## src/rtl/core/assert_macros.svh

```systemverilog
// ----------------------------------------------------------------------------
// assertion macros
// shared concurrent assertion forms, clocked on clk and quiet during reset
// ----------------------------------------------------------------------------
`ifndef ASSERT_MACROS_SVH
`define ASSERT_MACROS_SVH

// property that must hold at every clock edge out of reset
`define ASSERT_ALWAYS(label, prop, msg) \
	label: assert property (@(posedge clk) disable iff (!arst_n) (prop)) else $error(msg);

// same-cycle implication
`define ASSERT_IMPL(label, ante, cons, msg) \
	label: assert property (@(posedge clk) disable iff (!arst_n) (ante) |-> (cons)) \
		else $error(msg);

// next-cycle implication
`define ASSERT_NEXT(label, ante, cons, msg) \
	label: assert property (@(posedge clk) disable iff (!arst_n) (ante) |=> (cons)) \
		else $error(msg);

`endif

```

## src/rtl/core/sbcd_pkg.sv

```systemverilog
// ----------------------------------------------------------------------------
// sbcd_pkg
// constants, types and reply tables of the block command decoder
// ----------------------------------------------------------------------------
package sbcd_pkg;

	// disk geometry
	localparam int unsigned DISK_BLOCKS = 131072;
	localparam int unsigned BLOCK_BYTES = 512;

	localparam int BB_W   = $clog2(BLOCK_BYTES) + 1;
	localparam int TOT_W  = 16 + BB_W;
	localparam int XFER_W = 25;
	localparam int LEN_W  = (TOT_W > XFER_W) ? TOT_W : XFER_W;
	localparam int OFF_W  = 32 + BB_W;
	localparam int DOFF_W = 41;
	localparam int CNT_W  = 6;

	localparam logic [XFER_W-1:0] XFER_MAX = '1;
	localparam logic [OFF_W-1:0] DISK_BYTES =
		OFF_W'(64'(DISK_BLOCKS) * 64'(BLOCK_BYTES));
	localparam logic [31:0] CAP_LBA = 32'(64'(DISK_BLOCKS) - 64'd1);
	localparam logic [31:0] CAP_BSZ = 32'(BLOCK_BYTES);

	// operation codes
	localparam logic [7:0] OP_TEST_UNIT_READY = 8'h00;
	localparam logic [7:0] OP_REQUEST_SENSE   = 8'h03;
	localparam logic [7:0] OP_INQUIRY         = 8'h12;
	localparam logic [7:0] OP_MODE_SENSE6     = 8'h1A;
	localparam logic [7:0] OP_START_STOP      = 8'h1B;
	localparam logic [7:0] OP_PREVENT_ALLOW   = 8'h1E;
	localparam logic [7:0] OP_READ_CAPACITY   = 8'h25;
	localparam logic [7:0] OP_READ10          = 8'h28;
	localparam logic [7:0] OP_WRITE10         = 8'h2A;
	localparam logic [7:0] OP_MODE_SENSE10    = 8'h5A;

	localparam logic [4:0] RW_MIN_CDB  = 5'd10;
	localparam logic [4:0] VPD_MIN_CDB = 5'd2;

	// built-in reply lengths
	localparam int SENSE_LEN = 18;
	localparam int INQ_LEN   = 36;
	localparam int MS6_LEN   = 4;
	localparam int MS10_LEN  = 8;
	localparam int CAP_LEN   = 8;

	localparam logic [7:0] SENSE_RESP_CODE = 8'h70;
	localparam logic [7:0] SENSE_ADD_LEN   = 8'd10;
	localparam logic [7:0] MS6_DATA_LEN    = 8'h03;

	localparam logic [CNT_W-1:0] SENSE_ADD_IDX = CNT_W'(7);

	// standard inquiry data: peripheral info, vendor, product, revision
	localparam logic [7:0] INQ_TABLE [INQ_LEN] = '{
		8'h00, 8'h80, 8'h06, 8'h02, 8'd31, 8'h00, 8'h00, 8'h00,
		8'h47, 8'h45, 8'h4E, 8'h45, 8'h52, 8'h49, 8'h43, 8'h20,
		8'h52, 8'h41, 8'h4D, 8'h20, 8'h44, 8'h49, 8'h53, 8'h4B,
		8'h20, 8'h20, 8'h20, 8'h20, 8'h20, 8'h20, 8'h20, 8'h20,
		8'h30, 8'h30, 8'h30, 8'h31
	};

	typedef enum logic [1:0] {
		DIR_NONE,
		DIR_TO_HOST,
		DIR_FROM_HOST
	} dir_t;

	typedef enum logic [2:0] {
		RK_NONE,
		RK_SENSE,
		RK_INQ,
		RK_ZERO,
		RK_MS6,
		RK_CAP
	} reply_kind_t;

	// command word as taken from the input channel
	typedef struct packed {
		logic [7:0]  opcode;
		logic        vpd_flag;
		logic [4:0]  cdb_length;
		logic [31:0] start_block;
		logic [15:0] num_blocks;
		logic [31:0] host_length;
		logic [31:0] host_buffer_size;
	} cmd_in_t;

	// decoded command, before the disk end clamp
	typedef struct packed {
		dir_t              dir;
		logic              status;
		reply_kind_t       kind;
		logic              is_rw;
		logic [LEN_W-1:0]  len0;
		logic [OFF_W-1:0]  off;
		logic [OFF_W-1:0]  rem;
		logic              off_past;
		logic [31:0]       bufsz;
	} dec_t;

	// descriptor held by the reply emitter
	typedef struct packed {
		dir_t              dir;
		logic              status;
		logic [XFER_W-1:0] xfer;
		logic [DOFF_W-1:0] doff;
		logic              en;
		reply_kind_t       kind;
		logic              byte_ok;
		logic [CNT_W-1:0]  last_idx;
	} desc_t;

	// one result word
	typedef struct packed {
		dir_t              dir;
		logic              status;
		logic [XFER_W-1:0] xfer;
		logic [DOFF_W-1:0] doff;
		logic              en;
		logic [7:0]        data;
		logic              byte_valid;
		logic              last;
	} res_t;

	function automatic logic [7:0] reply_byte(reply_kind_t kind, logic [CNT_W-1:0] idx);
		logic [7:0] b;
		b = 8'h00;
		case (kind)
			RK_SENSE: begin
				if (idx == '0)
					b = SENSE_RESP_CODE;
				else if (idx == SENSE_ADD_IDX)
					b = SENSE_ADD_LEN;
			end
			RK_INQ: begin
				if (idx < CNT_W'(INQ_LEN))
					b = INQ_TABLE[idx];
			end
			RK_MS6: begin
				if (idx == '0)
					b = MS6_DATA_LEN;
			end
			RK_CAP: begin
				case (idx)
					CNT_W'(0): b = CAP_LBA[31:24];
					CNT_W'(1): b = CAP_LBA[23:16];
					CNT_W'(2): b = CAP_LBA[15:8];
					CNT_W'(3): b = CAP_LBA[7:0];
					CNT_W'(4): b = CAP_BSZ[31:24];
					CNT_W'(5): b = CAP_BSZ[23:16];
					CNT_W'(6): b = CAP_BSZ[15:8];
					CNT_W'(7): b = CAP_BSZ[7:0];
					default:   b = 8'h00;
				endcase
			end
			default: b = 8'h00;
		endcase
		return b;
	endfunction

endpackage

```

## src/rtl/core/sbcd_decode.sv

```systemverilog
// ----------------------------------------------------------------------------
// sbcd_decode
// opcode decode, reply length, byte offset and remaining disk bytes
// ----------------------------------------------------------------------------
module sbcd_decode (
	input  logic              clk,
	input  logic              arst_n,
	input  logic              s1_valid,
	input  sbcd_pkg::cmd_in_t cmd_s1,
	input  logic              s3_ready,
	output logic              s2_ready,
	output logic              s2_valid,
	output sbcd_pkg::dec_t    dec_s2
);
	import sbcd_pkg::*;

	dec_t              dec;
	logic              s2_v_q;
	logic [TOT_W-1:0]  total;

	function automatic logic [LEN_W-1:0] clamp_len(logic [31:0] hlen, int n);
		return (hlen < 32'(n)) ? LEN_W'(hlen) : LEN_W'(n);
	endfunction

	always_comb begin
		total        = TOT_W'(cmd_s1.num_blocks) * TOT_W'(BLOCK_BYTES);
		dec          = '0;
		dec.dir      = DIR_NONE;
		dec.kind     = RK_NONE;
		dec.bufsz    = cmd_s1.host_buffer_size;
		dec.off      = OFF_W'(cmd_s1.start_block) * OFF_W'(BLOCK_BYTES);
		dec.off_past = (dec.off >= DISK_BYTES);
		dec.rem      = DISK_BYTES - dec.off;
		if (cmd_s1.cdb_length == '0) begin
			dec.status = 1'b1;
		end else begin
			case (cmd_s1.opcode)
				OP_TEST_UNIT_READY, OP_START_STOP, OP_PREVENT_ALLOW: begin
					dec.status = 1'b0;
				end
				OP_REQUEST_SENSE: begin
					dec.dir  = DIR_TO_HOST;
					dec.len0 = clamp_len(cmd_s1.host_length, SENSE_LEN);
					dec.kind = RK_SENSE;
				end
				OP_INQUIRY: begin
					dec.dir  = DIR_TO_HOST;
					dec.len0 = clamp_len(cmd_s1.host_length, INQ_LEN);
					// vpd bit only exists once byte 1 was sent
					dec.kind = (cmd_s1.cdb_length >= VPD_MIN_CDB && cmd_s1.vpd_flag)
						? RK_ZERO : RK_INQ;
				end
				OP_MODE_SENSE6: begin
					dec.dir  = DIR_TO_HOST;
					dec.len0 = clamp_len(cmd_s1.host_length, MS6_LEN);
					dec.kind = RK_MS6;
				end
				OP_MODE_SENSE10: begin
					dec.dir  = DIR_TO_HOST;
					dec.len0 = clamp_len(cmd_s1.host_length, MS10_LEN);
					dec.kind = RK_ZERO;
				end
				OP_READ_CAPACITY: begin
					dec.dir  = DIR_TO_HOST;
					dec.len0 = clamp_len(cmd_s1.host_length, CAP_LEN);
					dec.kind = RK_CAP;
				end
				OP_READ10, OP_WRITE10: begin
					if (cmd_s1.cdb_length < RW_MIN_CDB) begin
						dec.status = 1'b1;
					end else begin
						dec.dir   = (cmd_s1.opcode == OP_READ10) ? DIR_TO_HOST : DIR_FROM_HOST;
						dec.is_rw = 1'b1;
						dec.len0  = (cmd_s1.host_length < 32'(total))
							? LEN_W'(cmd_s1.host_length) : LEN_W'(total);
					end
				end
				default: begin
					dec.status = 1'b1;
				end
			endcase
		end
	end

	assign s2_ready = !s2_v_q || s3_ready;
	assign s2_valid = s2_v_q;

	always_ff @(posedge clk or negedge arst_n) begin
		if (!arst_n) begin
			s2_v_q <= 1'b0;
		end else if (s2_ready) begin
			s2_v_q <= s1_valid;
		end
	end

	always_ff @(posedge clk) begin
		if (s2_ready && s1_valid) begin
			dec_s2 <= dec;
		end
	end

endmodule

```

## src/rtl/core/sbcd_emit.sv

```systemverilog
// ----------------------------------------------------------------------------
// sbcd_emit
// disk end clamp, reply descriptor and one result word per cycle while the output is not stalled
// ----------------------------------------------------------------------------
`include "assert_macros.svh"

module sbcd_emit (
	input  logic                               clk,
	input  logic                               arst_n,
	input  logic                               s2_valid,
	input  sbcd_pkg::dec_t                     dec_s2,
	output logic                               s3_ready,
	output logic                               out_valid,
	input  logic                               out_stall,
	output logic [1:0]                         direction,
	output logic                               status,
	output logic [sbcd_pkg::XFER_W-1:0]        transfer_length,
	output logic [sbcd_pkg::DOFF_W-1:0]        disk_offset,
	output logic                               transfer_enable,
	output logic [7:0]                         data_byte,
	output logic                               byte_valid,
	output logic                               last
);
	import sbcd_pkg::*;

	desc_t             desc;
	desc_t             desc_s3;
	logic              s3_v_q;
	logic [CNT_W-1:0]  idx_q;
	logic              out_v_q;
	res_t              res_q;
	logic [LEN_W-1:0]  len;
	logic              cut;
	logic              out_free;
	logic              emit_fire;
	logic              is_last;

	// clamp at the disk end and build the reply descriptor
	always_comb begin
		cut = dec_s2.is_rw && (dec_s2.len0 != '0)
			&& (dec_s2.off_past || (OFF_W'(dec_s2.len0) > dec_s2.rem));
		len = dec_s2.len0;
		if (cut)
			len = dec_s2.off_past ? '0 : LEN_W'(dec_s2.rem);

		desc          = '0;
		desc.dir      = dec_s2.dir;
		desc.status   = dec_s2.status;
		desc.kind     = dec_s2.kind;
		desc.xfer     = (LEN_W'(XFER_MAX) < len) ? XFER_MAX : XFER_W'(len);
		desc.doff     = dec_s2.is_rw ? dec_s2.off[DOFF_W-1:0] : '0;
		desc.en       = dec_s2.is_rw && (len != '0) && (32'(len) <= dec_s2.bufsz);
		desc.byte_ok  = (dec_s2.kind != RK_NONE) && (len != '0);
		desc.last_idx = desc.byte_ok ? CNT_W'(len - LEN_W'(1)) : '0;
	end

	assign out_free  = !out_v_q || !out_stall;
	assign emit_fire = s3_v_q && out_free;
	assign is_last   = (idx_q == desc_s3.last_idx);
	assign s3_ready  = !s3_v_q || (emit_fire && is_last);

	always_ff @(posedge clk or negedge arst_n) begin
		if (!arst_n) begin
			s3_v_q  <= 1'b0;
			idx_q   <= '0;
			out_v_q <= 1'b0;
		end else begin
			if (s3_ready)
				s3_v_q <= s2_valid;
			if (emit_fire)
				idx_q <= is_last ? '0 : idx_q + CNT_W'(1);
			if (emit_fire)
				out_v_q <= 1'b1;
			else if (!out_stall)
				out_v_q <= 1'b0;
		end
	end

	always_ff @(posedge clk) begin
		if (s3_ready && s2_valid)
			desc_s3 <= desc;
		if (emit_fire) begin
			res_q.dir        <= desc_s3.dir;
			res_q.status     <= desc_s3.status;
			res_q.xfer       <= desc_s3.xfer;
			res_q.doff       <= desc_s3.doff;
			res_q.en         <= desc_s3.en;
			res_q.data       <= desc_s3.byte_ok ? reply_byte(desc_s3.kind, idx_q) : 8'h00;
			res_q.byte_valid <= desc_s3.byte_ok;
			res_q.last       <= is_last;
		end
	end

	assign out_valid       = out_v_q;
	assign direction       = res_q.dir;
	assign status          = res_q.status;
	assign transfer_length = res_q.xfer;
	assign disk_offset     = res_q.doff;
	assign transfer_enable = res_q.en;
	assign data_byte       = res_q.data;
	assign byte_valid      = res_q.byte_valid;
	assign last            = res_q.last;

	`ASSERT_IMPL(a_idx_in_range, s3_v_q, idx_q <= desc_s3.last_idx, "reply index past end")
	`ASSERT_NEXT(a_idx_rewinds, emit_fire && is_last, idx_q == '0, "index not cleared after last")
	`ASSERT_IMPL(a_nobyte_single, out_v_q && !res_q.byte_valid, res_q.last,
		"word without data byte is not the only word")
	`ASSERT_IMPL(a_enable_rw, out_v_q && res_q.en,
		!res_q.status && !res_q.byte_valid && res_q.dir != DIR_NONE,
		"transfer enable outside read or write")

endmodule

```

## src/rtl/core/scsi_block_command_decoder.sv

```systemverilog
// ----------------------------------------------------------------------------
// scsi_block_command_decoder
// decodes one mass-storage command word into status, direction, lengths and
// built-in reply bytes
// ----------------------------------------------------------------------------
// A command word is taken in every cycle in which the input register can move
// on. Each command gives max(1, reply length) result words, one per cycle
// while the output is not stalled, so a command gives 1 to 36 result words: the
// reply emitter with its byte index is the part that sets this. The first
// result word of a command passes the input register, decode register,
// descriptor register, then the result register. READ(10) and WRITE(10) and
// the commands without data give a single word.
module scsi_block_command_decoder (
	input  logic                            clk,
	input  logic                            arst_n,
	input  logic                            in_valid,
	output logic                            in_stall,
	input  logic [7:0]                      opcode,
	input  logic                            vpd_flag,
	input  logic [4:0]                      cdb_length,
	input  logic [31:0]                     start_block,
	input  logic [15:0]                     num_blocks,
	input  logic [31:0]                     host_length,
	input  logic [31:0]                     host_buffer_size,
	output logic                            out_valid,
	input  logic                            out_stall,
	output logic [1:0]                      direction,
	output logic                            status,
	output logic [sbcd_pkg::XFER_W-1:0]     transfer_length,
	output logic [sbcd_pkg::DOFF_W-1:0]     disk_offset,
	output logic                            transfer_enable,
	output logic [7:0]                      data_byte,
	output logic                            byte_valid,
	output logic                            last
);
	import sbcd_pkg::*;

	cmd_in_t  cmd_s1;
	logic     s1_v_q;
	logic     s1_ready;
	logic     s2_ready;
	logic     s2_valid;
	dec_t     dec_s2;
	logic     s3_ready;

	assign s1_ready = !s1_v_q || s2_ready;
	assign in_stall = !s1_ready;

	always_ff @(posedge clk or negedge arst_n) begin
		if (!arst_n) begin
			s1_v_q <= 1'b0;
		end else if (s1_ready) begin
			s1_v_q <= in_valid;
		end
	end

	always_ff @(posedge clk) begin
		if (s1_ready && in_valid) begin
			cmd_s1.opcode           <= opcode;
			cmd_s1.vpd_flag         <= vpd_flag;
			cmd_s1.cdb_length       <= cdb_length;
			cmd_s1.start_block      <= start_block;
			cmd_s1.num_blocks       <= num_blocks;
			cmd_s1.host_length      <= host_length;
			cmd_s1.host_buffer_size <= host_buffer_size;
		end
	end

	sbcd_decode u_decode (
		.clk      (clk),
		.arst_n   (arst_n),
		.s1_valid (s1_v_q),
		.cmd_s1   (cmd_s1),
		.s3_ready (s3_ready),
		.s2_ready (s2_ready),
		.s2_valid (s2_valid),
		.dec_s2   (dec_s2)
	);

	sbcd_emit u_emit (
		.clk             (clk),
		.arst_n          (arst_n),
		.s2_valid        (s2_valid),
		.dec_s2          (dec_s2),
		.s3_ready        (s3_ready),
		.out_valid       (out_valid),
		.out_stall       (out_stall),
		.direction       (direction),
		.status          (status),
		.transfer_length (transfer_length),
		.disk_offset     (disk_offset),
		.transfer_enable (transfer_enable),
		.data_byte       (data_byte),
		.byte_valid      (byte_valid),
		.last            (last)
	);

endmodule
```

## config.mk

```make
export PLATFORM = sky130hd
export DESIGN_NAME = scsi_block_command_decoder
export DESIGN_NICKNAME = d
export VERILOG_FILES = /design/src/rtl/core/sbcd_pkg.sv /design/src/rtl/core/sbcd_decode.sv /design/src/rtl/core/sbcd_emit.sv /design/src/rtl/core/scsi_block_command_decoder.sv
export VERILOG_INCLUDE_DIRS = /design/src /design/src/rtl/core
export SDC_FILE = /design/constraint.sdc
export NUM_CORES = 1
export LEC_CHECK = 0
export BUFFER_PORTS_ARGS = -buffer_cell sky130_fd_sc_hd__buf_2
export CAP_MARGIN = 30
export CORE_MARGIN = 1.5
export CORE_UTILIZATION = 50
export CTS_BUF_LIST = sky130_fd_sc_hd__clkbuf_16
export CTS_CLUSTER_DIAMETER = 60
export DETAILED_ROUTE_END_ITERATION = 7
export HOLD_SLACK_MARGIN = 0.05
export PLACE_DENSITY = 0.73
export SYNTH_ARGS = -nofsm -noshare
export SYNTH_HDL_FRONTEND = slang
export SYNTH_SLANG_ARGS = --single-unit
```

## constraint.sdc

```tcl
create_clock -name clk -period 9.15 [get_ports clk]
set_input_delay 1.83 -clock clk [delete_from_list [all_inputs] [get_ports clk]]
set_output_delay 1.83 -clock clk [all_outputs]
set_load 0.03 [all_outputs]
```

# ---- Word level (Yosys, flattened, before mapping)
# Memory sizes are Yosys's and may differ from the RTL's.
# Index checks and enable logic that the tools add are counted.
dict set report word_totals {
  romBits 576
  elab_cells 134
  memories 2
  ff_bits 418
  out_inout_bits 82
}
# memory words width read_ports rd_ports_with_merged_regs wr line_no
set mem_list {}
lappend mem_list {{(no name shown)} 64 8 1 0 0 sbcd_pkg.sv:137} ;# b = INQ_TABLE[idx];
lappend mem_list {{(no name shown)} 8 8 1 0 0 sbcd_pkg.sv:144} ;# case (idx)
dict set report op_classes {
  addsub 3
  n_reduce_logical 34
  mux 27
  bitwise_logic 2
  eq_ne 16
  magnitude_cmp 13
}
# operator count
set op_table {}
lappend op_table {{$mux W26} 7}
lappend op_table {{$pmux W26 S5} 1}
lappend op_table {{$reduce_bool A26 Y1} 2}
lappend op_table {{$gt A26 B42 Y1} 1}
lappend op_table {{$sub A27 B41 Y42 const A} 1}
lappend op_table {{$ge A41 B27 Y1 const B} 1}
lappend op_table {{$mux W8} 5}
lappend op_table {{$eq A8 B5 Y1 const B} 4}
lappend op_table {{$le A26 B32 Y1} 1}
lappend op_table {{$lt A32 B25 Y1} 1}
lappend op_table {{$lt A32 B3 Y1 const B} 1}
lappend op_table {{$lt A32 B4 Y1 const B} 1}
lappend op_table {{$lt A32 B5 Y1 const B} 1}
lappend op_table {{$lt A32 B6 Y1 const B} 1}
lappend op_table {{$pmux W8 S4} 1}
lappend op_table {{$mux W27} 1}
lappend op_table {{$lt A25 B26 Y1 const A} 1}
lappend op_table {{$eq A8 B6 Y1 const B} 3}
lappend op_table {{$pmux W3 S5} 1}
lappend op_table {{$logic_and A1 B1 Y1} 11}
lappend op_table {{$eq A8 B2 Y1 const B} 1}
lappend op_table {{$eq A8 B7 Y1 const B} 1}
lappend op_table {{$logic_not A8 Y1} 1}
lappend op_table {{$reduce_or A8 Y1} 1}
lappend op_table {{other kinds (28)} 45}

# ---- Depth between registers and ports, before layout
# Gate-level depths: netlist (run 1).
dict set report depth {
  ltp_word 8
  ltp_mapped 20
}

# ---- Cells and area by module
# Synthesis (run 1) repeated with hierarchy kept, for this count alone.
dict set report unflattened {
  hier_cells 1236
  area_unflattened_um2 18295.0
}
# mod seq_area_each_um2 area_per_inst_um2 cells_per_inst n_inst
set by_module_without_submodules {}
lappend by_module_without_submodules {sbcd_emit 5004.8 8518.2 685 1}
lappend by_module_without_submodules {sbcd_decode 3928.8 5935.7 420 1}
lappend by_module_without_submodules {scsi_block_command_decoder 3808.7 3841.2 131 1}

# ---- Worst setup path after synthesis (run 1)
# Ideal clock, no wire load.
dict set report synth_path {
  path_kind {input port to flip-flop}
  start {input port out_stall}
  end {register u_decode.dec_s2[0] (netlist name)}
  arrival_time_ns 10.131
  path_buffers 0
  slack_ns -1.643
  stages 7
  path_cell_list {nand2_1 nand2_1 inv_1 nand2_1 nand2_1 inv_1 a21oi_1}
}
dict set report synth_between {
  elab_chain_len 7
}
# element line_no
set synth_lines {}
lappend synth_lines {{from (decl)} scsi_block_command_decoder.sv:26} ;# input logic out_stall,
lappend synth_lines {{$logic_not A1 Y1} sbcd_emit.sv:57} ;# assign out_free = !out_v_q || !out_stall;
lappend synth_lines {{$logic_or A1 B1 Y1} sbcd_emit.sv:57}
lappend synth_lines {{$logic_and A1 B1 Y1} sbcd_emit.sv:58} ;# assign emit_fire = s3_v_q && out_free;
lappend synth_lines {{net u_emit.emit_fire} sbcd_emit.sv:35} ;# logic emit_fire;
lappend synth_lines {{$logic_and A1 B1 Y1} sbcd_emit.sv:60} ;# assign s3_ready = !s3_v_q || (emit_fire && is_last);
lappend synth_lines {{$logic_or A1 B1 Y1} sbcd_emit.sv:60}
lappend synth_lines {{$logic_or A1 B1 Y1} sbcd_decode.sv:85} ;# assign s2_ready = !s2_v_q || s3_ready;
lappend synth_lines {{$logic_and A1 B1 Y1} sbcd_decode.sv:97} ;# if (s2_ready && s1_valid) begin
# The timed path passes the listed nets, and every way through them passes these cells.
# A chain may end at the register's enable or synchronous reset.

# ---- Worst setup path in the final report (run 1)
dict set report layout_path {
  start {register u_emit.idx_q[2]}
  end {output port in_stall}
}
dict set report layout_between {
  elab_chain_len 6
}
# element line_no
set layout_lines {}
lappend layout_lines {{from (decl)} sbcd_emit.sv:29} ;# logic [CNT_W-1:0] idx_q;
lappend layout_lines {{from (signal assigned)} sbcd_emit.sv:71} ;# idx_q <= is_last ? '0 : idx_q + CNT_W'(1);
lappend layout_lines {{$eq A6 B6 Y1} sbcd_emit.sv:59} ;# assign is_last = (idx_q == desc_s3.last_idx);
lappend layout_lines {{net u_emit.is_last} sbcd_emit.sv:36} ;# logic is_last;
lappend layout_lines {{$logic_and A1 B1 Y1} sbcd_emit.sv:60}
lappend layout_lines {{$logic_or A1 B1 Y1} sbcd_emit.sv:60}
lappend layout_lines {{$logic_or A1 B1 Y1} sbcd_decode.sv:85}
lappend layout_lines {{$logic_or A1 B1 Y1} scsi_block_command_decoder.sv:46} ;# assign s1_ready = !s1_v_q || s2_ready;
lappend layout_lines {{$logic_not A1 Y1} scsi_block_command_decoder.sv:47} ;# assign in_stall = !s1_ready;
lappend layout_lines {{to (decl)} scsi_block_command_decoder.sv:17} ;# output logic in_stall,
# The timed path passes the listed nets, and every way through them passes these cells.

==> out/metrics.cfg, run 1 <==
[cells_and_area]
fin_nets=1557
layout_common_cells=edfxtp_1 (398), buf_2 (202), inv_1 (90)
final_common_cell=edfxtp_1
area_delta_synth_final_pct=17.0
final_cells=1834
drive_above_1_share_pct=21.3
antennaDiodeCount=0

[drt]
viasPerCell=5.23
ant_nets=0
first_pass_iters=5
wl_per_cell_um=17.1
drc_errors=0
vias=9600
finalWirelength_um=31300
drt-initial-drc-count=633

[worst_setup_path]
cp_num_buf_inv=3
crit_chain=xnor2_1 > nand4_1 > nor3_1 > nand2_1 > nand2_1 > inv_1 > nand3_1 > inv_1 > buf_2
worstPathRequired_ps=7320
cpLargestDelayFamily=simple AND/OR/NAND/NOR gates
end_kind=output pin
critPathMaxFanout=21
cp_slowest_cell=dfrtp_1
critPathKind=reg2out
start_kind=register
critPathMaxStageDelay_ps=830
cp_data_arrival_time_ps=2990

[sta]
period_needed_ps=4820
min_period_over_period_pct=52.6
slew_headroom_pct=30.4
finalWorstSetupSlack_ps=4330
setup_tns_ps=0
setup-violations-final=0
slew_viol_final=0
finalHoldViolations=0
rsz0062_at_grt=false
max_freq_mhz=208
finClkSkew_ps=21.7
worst_slew_pin_slew_ps=1030

[grt]
grt-ovfl-total=0
grt_max_degree=85
grt_first_pass_wirelength_um=49100
grt_pass1_vias=9235
track_usage_pct=17.9
antenna_found_initial=0

[floorplanning]
fp.dieH_um=187
ios=212
initial_utilization_pct=50.6
dieArea_um2=34900
rows=67
core_area_um2=33400
die_w_um=187

[logic_synthesis]
ys_top_cells_by_area=edfxtp_1 (71%), ha_1 (5.0%), inv_1 (1.8%)
syn_area_per_cell_um2=15.0
yosys_register_bits=408
synth.distinct_cells=73
synth_flop_cell=edfxtp_1
ys_seq_area_share_pct=72.2
synth-edff-count=398
synth_top_area_cell=edfxtp_1
synth_area_um2=16900
yosysWarnings=0
ys_async_sr_fraction_pct=2.45
synth_top_area_share_pct=70.7
netlist_instances=1123

[placement]
dp_slack_ps=4420
place_congestion=0.880
place_inst=1761
post-dp-hpwl_um=21800
portBuffers=202

[clock_tree]
clkTransAtPathRegs_ps=60
clock_latency_ps=540
cts_resized=0
post_cts_buffers=0
clock_sinks=408
holdBufCountCts=0
clk_path_buf_depth=3
cts_tree=built
cts_max_level=2
root_buffer=clkbuf_16
cts_buffers=41

[min_path]
hp-class=reg2reg

[power]
p_per_area_nw_per_um2=203
ir_drop_mv=0.136
leakage_nw=7.47

[job]
cap_violations=0

[outcome]
status=finished clean

-- registers in the layout (all words and copies together) (netlist names) --
signal,count
u_decode.s2_valid,1
u_emit.out_valid,1
u_emit.s3_v_q,1
u_decode.dec_s2,130
u_emit.transfer_length,25
u_emit.data_byte,8
s1_v_q,1
u_emit.status,1
u_emit.idx_q,6
u_emit.transfer_enable,1
u_emit.direction,2
u_emit.disk_offset,32
cmd_s1,126
u_emit.last,1
u_emit.byte_valid,1
u_emit.desc_s3,71
-- stage by stage --
stage | instance area, µm² | power [mW] | hold WS [ps] | utilization [%]
after global placement | 18400 | 2.47 | 402 | 55.1
after global routing | 19800 | 4.16 | 422 | 59.3
after detailed placement | 18400 | 2.47 | 405 | 55.2
after floorplan | 16900 | 2.38 | 400 | -
after CTS | 19700 | 4.06 | 415 | 59.0
final | 19800 | 4.02 | 410 | 59.3
-- final cells by class --
cell class / instances / area (µm²)
Multi-Input combinational cell: 611 / 4260
Clock inverter: 29 / 251
Clock buffer: 41 / 1030
Inverter: 84 / 315
Sequential cell: 408 / 12200
Timing Repair Buffer: 213 / 1160
Fill cell: 2624 / 13600
Tap cell: 448 / 561
-- worst paths after layout --
check                                         start                          to  slack (ps)  cells after the start
max in group asynchronous                    arst_n            u_emit.out_valid        7800                      1
worst min-delay path             u_emit.desc_s3[72]  u_emit.transfer_length[20]         410                      0
worst max register to register  u_decode.dec_s2[52]          u_emit.desc_s3[10]        4550                     16
worst min register to register   u_emit.desc_s3[72]  u_emit.transfer_length[20]         410                      0
min in group asynchronous                    arst_n             u_emit.idx_q[2]        1150                      1
worst max-delay path                u_emit.idx_q[2]                    in_stall        4330                      9
-- where the power goes --
group | internal (mW) | total, mW | leakage (nW) | switching, mW
combinational | 0.104 | 0.262 | 3.05 | 0.158
sequential | 2.10 | 2.17 | 3.76 | 0.0664
clock | 0.928 | 1.59 | 0.660 | 0.660
total | 3.14 | 4.02 | 7.47 | 0.884
-- worst reg2reg max path: cells and delay by family, from the launching register on --
family / cells / cell delay [ps]
buf+inv: 1 / 70
compound gates: 11 / 3130
flops: 1 / 430
fa+ha+maj: 2 / 580
simple gates: 2 / 250
-- per-layer routing --
metal  global-route usage [%]  vias to the layer above  wire length [µm]
met4                     5.80                        0               757
li1                         -                     4683                 -
met3                     2.61                       57              1460
met2                     28.4                      282             14400
met1                     25.9                     4578             14700
met5                        0                        -                 0
-- kinds of logic after synthesis --
| kind of cell | Yosys count | synth area share, % |
|---|---|---|
| other cells | 1 | 0.0222 |
| mux | 6 | 0.363 |
| buf+inv | 113 | 2.88 |
| compound gates | 175 | 7.10 |
| simple gates | 312 | 10.3 |
| xor+xnor | 39 | 2.02 |
| fa+ha+maj | 69 | 5.09 |
| flops | 408 | 72.2 |
-- synth_stat cells (all sizes together) (2+ instances only) --
library cell and count:
nand3b 4, dfrtp 10, o21a 6, nor2b 8
a31oi 6, or2 5, nand2 50, and2 45
clkbuf 10, o31a 3, inv 84, edfxtp 398
and3 6, o31ai 6, o311ai 2, nand4 17
o22ai 2, nand2b 35, nor3 24, a211o 2
a211oi 5, xor2 16, a22o 33, xnor2 23
o211ai 6, or4 4, a21oi 49, a21o 17
nor2 52, nor3b 3, nor4b 2, nand3 18
ha 68, mux2i 5, or3 6, o21bai 2
buf 19, o21ai 28, nor4 28
No activity file was read; power rests on OpenSTA's default activity.
==> inputs of run 2 (changes only) <==
ABC_AREA = 1   (was not set)
PLACE_DENSITY = 0.7   (was 0.73)
clock period = 4.69 ns   (was 9.15 ns; I/O delays follow)
==> out/metrics.cfg, run 2 <==
[outcome]
status=finished clean

[drt]
ant_nets=0
vias=10491
finalWirelength_um=34300
drc_errors=0
drt-initial-drc-count=683
wl_per_cell_um=16.3
first_pass_iters=5
viasPerCell=5.00

[cells_and_area]
area_delta_synth_final_pct=16.7
final_area_um2=20300
final_common_cell=edfxtp_1
regMostFlops=u_decode.dec_s2
final_core_util_pct=58.9
fin_nets=1810
n_fill_cell=2812
layout_common_cells=edfxtp_1 (398), inv_1 (224), buf_2 (202)
reg_top3=u_decode.dec_s2: 130 flops, cmd_s1: 126 flops, u_emit.desc_s3: 71 flops
drive_above_1_share_pct=19.5
largest_reg_flops=130

[placement]
place_area_um2=18900
post-dp-hpwl_um=24700
dp_slack_ps=1200
portBuffers=202
place_congestion=0.864

[grt]
grt_pass1_vias=10204
antenna_found_initial=3
grt-ovfl-total=0
grt_max_degree=72
grt_first_pass_wirelength_um=53600
track_usage_pct=19.6

[power]
p_int_mw=6.54
clockPowerShare_pct=36.0
p_switching_mw=2.21
p_per_area_nw_per_um2=432
pwr-share-seq_pct=52.6
ir_drop_mv=0.398
leakage_nw=8.43
combPwrFrac_pct=11.4
swShare_pct=25.3

[logic_synthesis]
syn_area_per_cell_um2=12.7
synth_top_area_cell=edfxtp_1
yosysWarnings=0
synth_area_um2=17400
yosys_register_bits=408
synth_most_common_cell=edfxtp_1
synth-edff-count=398
synth.distinct_cells=52
synth_top_area_share_pct=68.9
ys_top_cells_by_area=edfxtp_1 (69%), ha_1 (4.9%), inv_1 (4.8%)
synth_flop_cell=edfxtp_1
netlist_instances=1371
ys_seq_area_share_pct=70.3
synth_commonest_cells=edfxtp_1 (398), inv_1 (221), nand2_1 (199), nor2_1 (124), ha_1 (68)
ys_async_sr_fraction_pct=2.45

[floorplanning]
die_w_um=189
initial_utilization_pct=50.5
core_area_um2=34400
dieArea_um2=35800
rows=68
fp.dieH_um=189
ios=212

[clock_tree]
clkTransAtPathRegs_ps=60
cts_max_level=2
cts_resized=0
holdBufCountCts=0
clock_latency_ps=550
clk_path_buf_depth=3
root_buffer=clkbuf_16
cts_tree=built
clock_sinks=408
cts_buffers=44
post_cts_buffers=0

[worst_setup_path]
cp_slowest_cell=dfrtp_1
timing.critical_path.from=u_emit.idx_q[2]
critPathMaxFanout=13
start_kind=register
endpoint=in_stall
end_kind=output pin
critPathKind=reg2out
rr_endpoint=u_emit.desc_s3[10]
cp_data_arrival_time_ps=2780
r2r_start=u_decode.dec_s2[132]
crit_chain=clkinv_1 > nand2_1 > nor3b_1 > inv_1 > nor3_1 > inv_1 > nor2_1 > inv_1 > nand2_1 > nor2_1 > inv_1 > nor2_1 > buf_2
worstPathRequired_ps=3750
ff2ff_setup_slack_ps=1150
critPathMaxStageDelay_ps=580
cp_common_cell=inv_1
reg2reg_depth=21

[sta]
rsz0062_at_grt=false
min_period_over_period_pct=79.2
finClkSkew_ps=11.7
slew_headroom_pct=42.6
setup_tns_ps=0
slew_viol_final=0
max_freq_mhz=269
finalWorstSetupSlack_ps=975
setup-violations-final=0
period_needed_ps=3710
worst_slew_pin_slew_ps=859
finalHoldViolations=0

[job]
cap_violations=0

[min_path]
hp-class=in2async

==> run 2: power groups by stage <==
stage	Clock [mW]	Combinational, mW	Sequential [mW]
final	3.15	0.996	4.60
after global routing	3.38	1.12	4.64
after CTS	3.24	1.00	4.60
after detailed placement	0	0.996	4.68
after global placement	0	0.980	4.67
after floorplan	0	0.629	4.71
==> run 2: area by class of cell <==
type,instances,area (µm²),area share (%)
multi-input cells,719,4180,20.6
flip-flops and latches,408,12200,60.2
diodes,2,5.00,0.0247
repair buffers,213,1130,5.58
inverters,226,856,4.23
well taps,455,569,2.81
clock buffers,45,1130,5.56
clock inverters,31,189,0.933
==> run 2: metal layers <==
layer / GRT usage (%) / routed length, µm / vias to the layer above
li1: - / - / 5188
met1: 26.8 / 15600 / 4902
met2: 31.8 / 16000 / 338
met3: 3.48 / 1990 / 61
met4: 7.05 / 749 / 2
met5: 0 / 7 / -
==> run 2: stage by stage <==
step,std cells,hold WS (ps),power [mW]
2_1_floorplan,1380,400,5.34
3_3_place_gp,2021,402,5.65
3_5_place_dp,2021,405,5.67
4_1_cts,2097,231,8.85
5_1_grt,2098,246,9.14
6_report,2099,249,8.75
==> run 2: worst min-delay path by stage <==
stage	to	slack [ps]	cells past startpoint
3_5_place_dp	u_decode.dec_s2[10]	400	0
3_3_place_gp	u_decode.dec_s2[13]	400	0
5_1_grt	u_emit.idx_q[4]	250	1
6_report	u_emit.idx_q[4]	250	1
2_1_floorplan	u_decode.dec_s2[0]	400	0
4_1_cts	u_emit.idx_q[4]	230	1
==> run 2: critical path, delay by kind of cell, from the launching register on <==
| family | cells | cell delay, ps |
|---|---|---|
| DFF | 1 | 580 |
| buffers and inverters | 6 | 850 |
| and+or+nand+nor | 7 | 810 |
==> run 2: logic make-up after synthesis <==
kind of cell	Yosys count	share of synthesized area, %
AOI/OAI and AO/OA	116	4.02
adders and majority gates	68	4.90
DFF	408	70.3
other	1	0.0216
buffers and inverters	253	5.88
and+or+nand+nor	484	12.8
xor gates and xnor gates	41	2.07
==> inputs of run 3 (changes only) <==
clock period = 3.42 ns   (was 4.69 ns; I/O delays follow)
==> out/metrics.cfg, run 3 (synthesis gave the netlist of run 2 again) <==
[cells_and_area]
drive_above_1_share_pct=24.1
largest_reg_flops=130
reg_top3=u_decode.dec_s2: 130 flops, cmd_s1: 126 flops, u_emit.desc_s3: 71 flops
regMostFlops=u_decode.dec_s2
regArea_um2=12200
final_core_util_pct=61.1
layout_common_cells=edfxtp_1 (398), inv_1 (224), buf_2 (203)
multi_input_area_um2=4380
fin_nets=1858
n_fill_cell=2733
area_delta_synth_final_pct=21.1
final_common_cell=edfxtp_1

[floorplanning]
ios=212
die_w_um=189
rows=68
fp.dieH_um=189
initial_utilization_pct=50.5
core_area_um2=34400
dieArea_um2=35800

[drt]
ant_nets=0
vias=10703
first_pass_iters=5
drc_errors=0
viasPerCell=4.98
drt-initial-drc-count=731
finalWirelength_um=35300
wl_per_cell_um=16.4

[power]
leakage_nw=8.75
p_int_mw=9.26
clockPowerShare_pct=37.1
swShare_pct=25.6
p_switching_mw=3.19
ir_drop_mv=0.509
pwr-share-seq_pct=50.4
combPwrFrac_pct=12.5
p_per_area_nw_per_um2=592
power_mw=12.4

[sta]
max_freq_mhz=297
rsz0062_at_grt=true
slew_viol_final=0
finClkSkew_ps=24.2
hold_ws_ps=280
finalWorstSetupSlack_ps=56.6
slew_headroom_pct=47.4
setup_tns_ps=0
worst_slew_pin_slew_ps=782
finalHoldViolations=0
period_needed_ps=3360
min_period_over_period_pct=98.3
setup-violations-final=0

[placement]
dp_slack_ps=42.9
place_congestion=0.891
portBuffers=202
post-dp-hpwl_um=25500

[outcome]
status=finished clean

[grt]
antenna_found_initial=2
grt_first_pass_wirelength_um=55000
track_usage_pct=20.0
grt_max_degree=72
grt-ovfl-total=0
grt_pass1_vias=10463

[clock_tree]
cts_tree=built
cts_max_level=2
root_buffer=clkbuf_16
clk_path_buf_depth=3
clkTransAtPathRegs_ps=60
cts_buffers=43
clock_latency_ps=580
clock_sinks=408

[job]
cap_violations=0

[worst_setup_path]
start_kind=register
end_kind=register
critPathMaxFanout=11
critPathKind=reg2reg
cp_data_arrival_time_ps=3690
worstPathRequired_ps=3740

[min_path]
hp-class=in2reg

-- run 3: per-layer routing --
layer	part of all wire, %	vias up	global-route usage [%]
met5	0.028	-	0
met4	1.9	2	5.53
met3	5.9	52	4.00
met2	46	328	31.6
met1	46	5034	28.5
li1	-	5287	-
-- run 3: worst max-delay path: stages, from the launching register on --
cell      delay [ps]
edfxtp_1         480
ha_4             320
nand2_2           60
nor2_4           150
nand2_1           80
a21oi_2          100
nor2_1            50
nand3_1           70
nand2_2           70
nand2_4          120
buf_4            160
nand2_8           90
nand2_4           80
nand2_1           80
ha_1             300
nand2_1           70
nor2_1           150
nand4_1          160
a31oi_1          170
o21ai_0          140
a22oi_2          140
nor2_1            60
-- run 3: repair_timing --
item	in CTS	in global routing
setup endpoints to repair	0	2
hold buffers	1	0
setup buffers	0	14
gates resized for setup	0	30
hold endpoints to repair	10	0
-- run 3: path summary, 6_finish.rpt --
| check | startpoint | end | slack (ps) | depth (start not counted) |
|---|---|---|---|---|
| max in group asynchronous | arst_n | u_emit.idx_q[3] | 2710 | 2 |
| worst min register to register | cmd_s1[18] | u_decode.dec_s2[18] | 410 | 0 |
| worst min-delay path | start_block[30] | cmd_s1[110] | 280 | 1 |
| worst max-delay path | u_decode.dec_s2[140] | u_emit.desc_s3[10] | 60 | 21 |
| min in group asynchronous | arst_n | s1_v_q | 510 | 2 |
| worst max register to register | u_decode.dec_s2[140] | u_emit.desc_s3[10] | 60 | 21 |
-- run 3: area by class of cell --
type | instances | share of cell area [%]
Clock buffer | 43 | 5.12
Antenna cell | 1 | 0.0119
Inverter | 226 | 4.09
Clock inverter | 36 | 1.61
Timing Repair Buffer | 260 | 7.57
Multi-Input combinational cell | 721 | 20.8
Sequential cell | 408 | 58.1
Tap cell | 455 | 2.71
-- run 3: per-stage QoR --
step,area (µm²),cells
final,21000,2150
after global routing,21000,2150
after CTS,20700,2132
after detailed placement,19300,2052
after global placement,19300,2052
after floorplan,17400,1380
-- run 3: power by group through the flow --
stage	combinational (mW)	clock [mW]	sequential, mW
detailed placement	1.54	0	6.38
CTS	1.55	4.72	6.28
floorplan	0.879	0	6.45
finish	1.55	4.62	6.27
global route	1.75	4.92	6.32
global placement	1.52	0	6.37
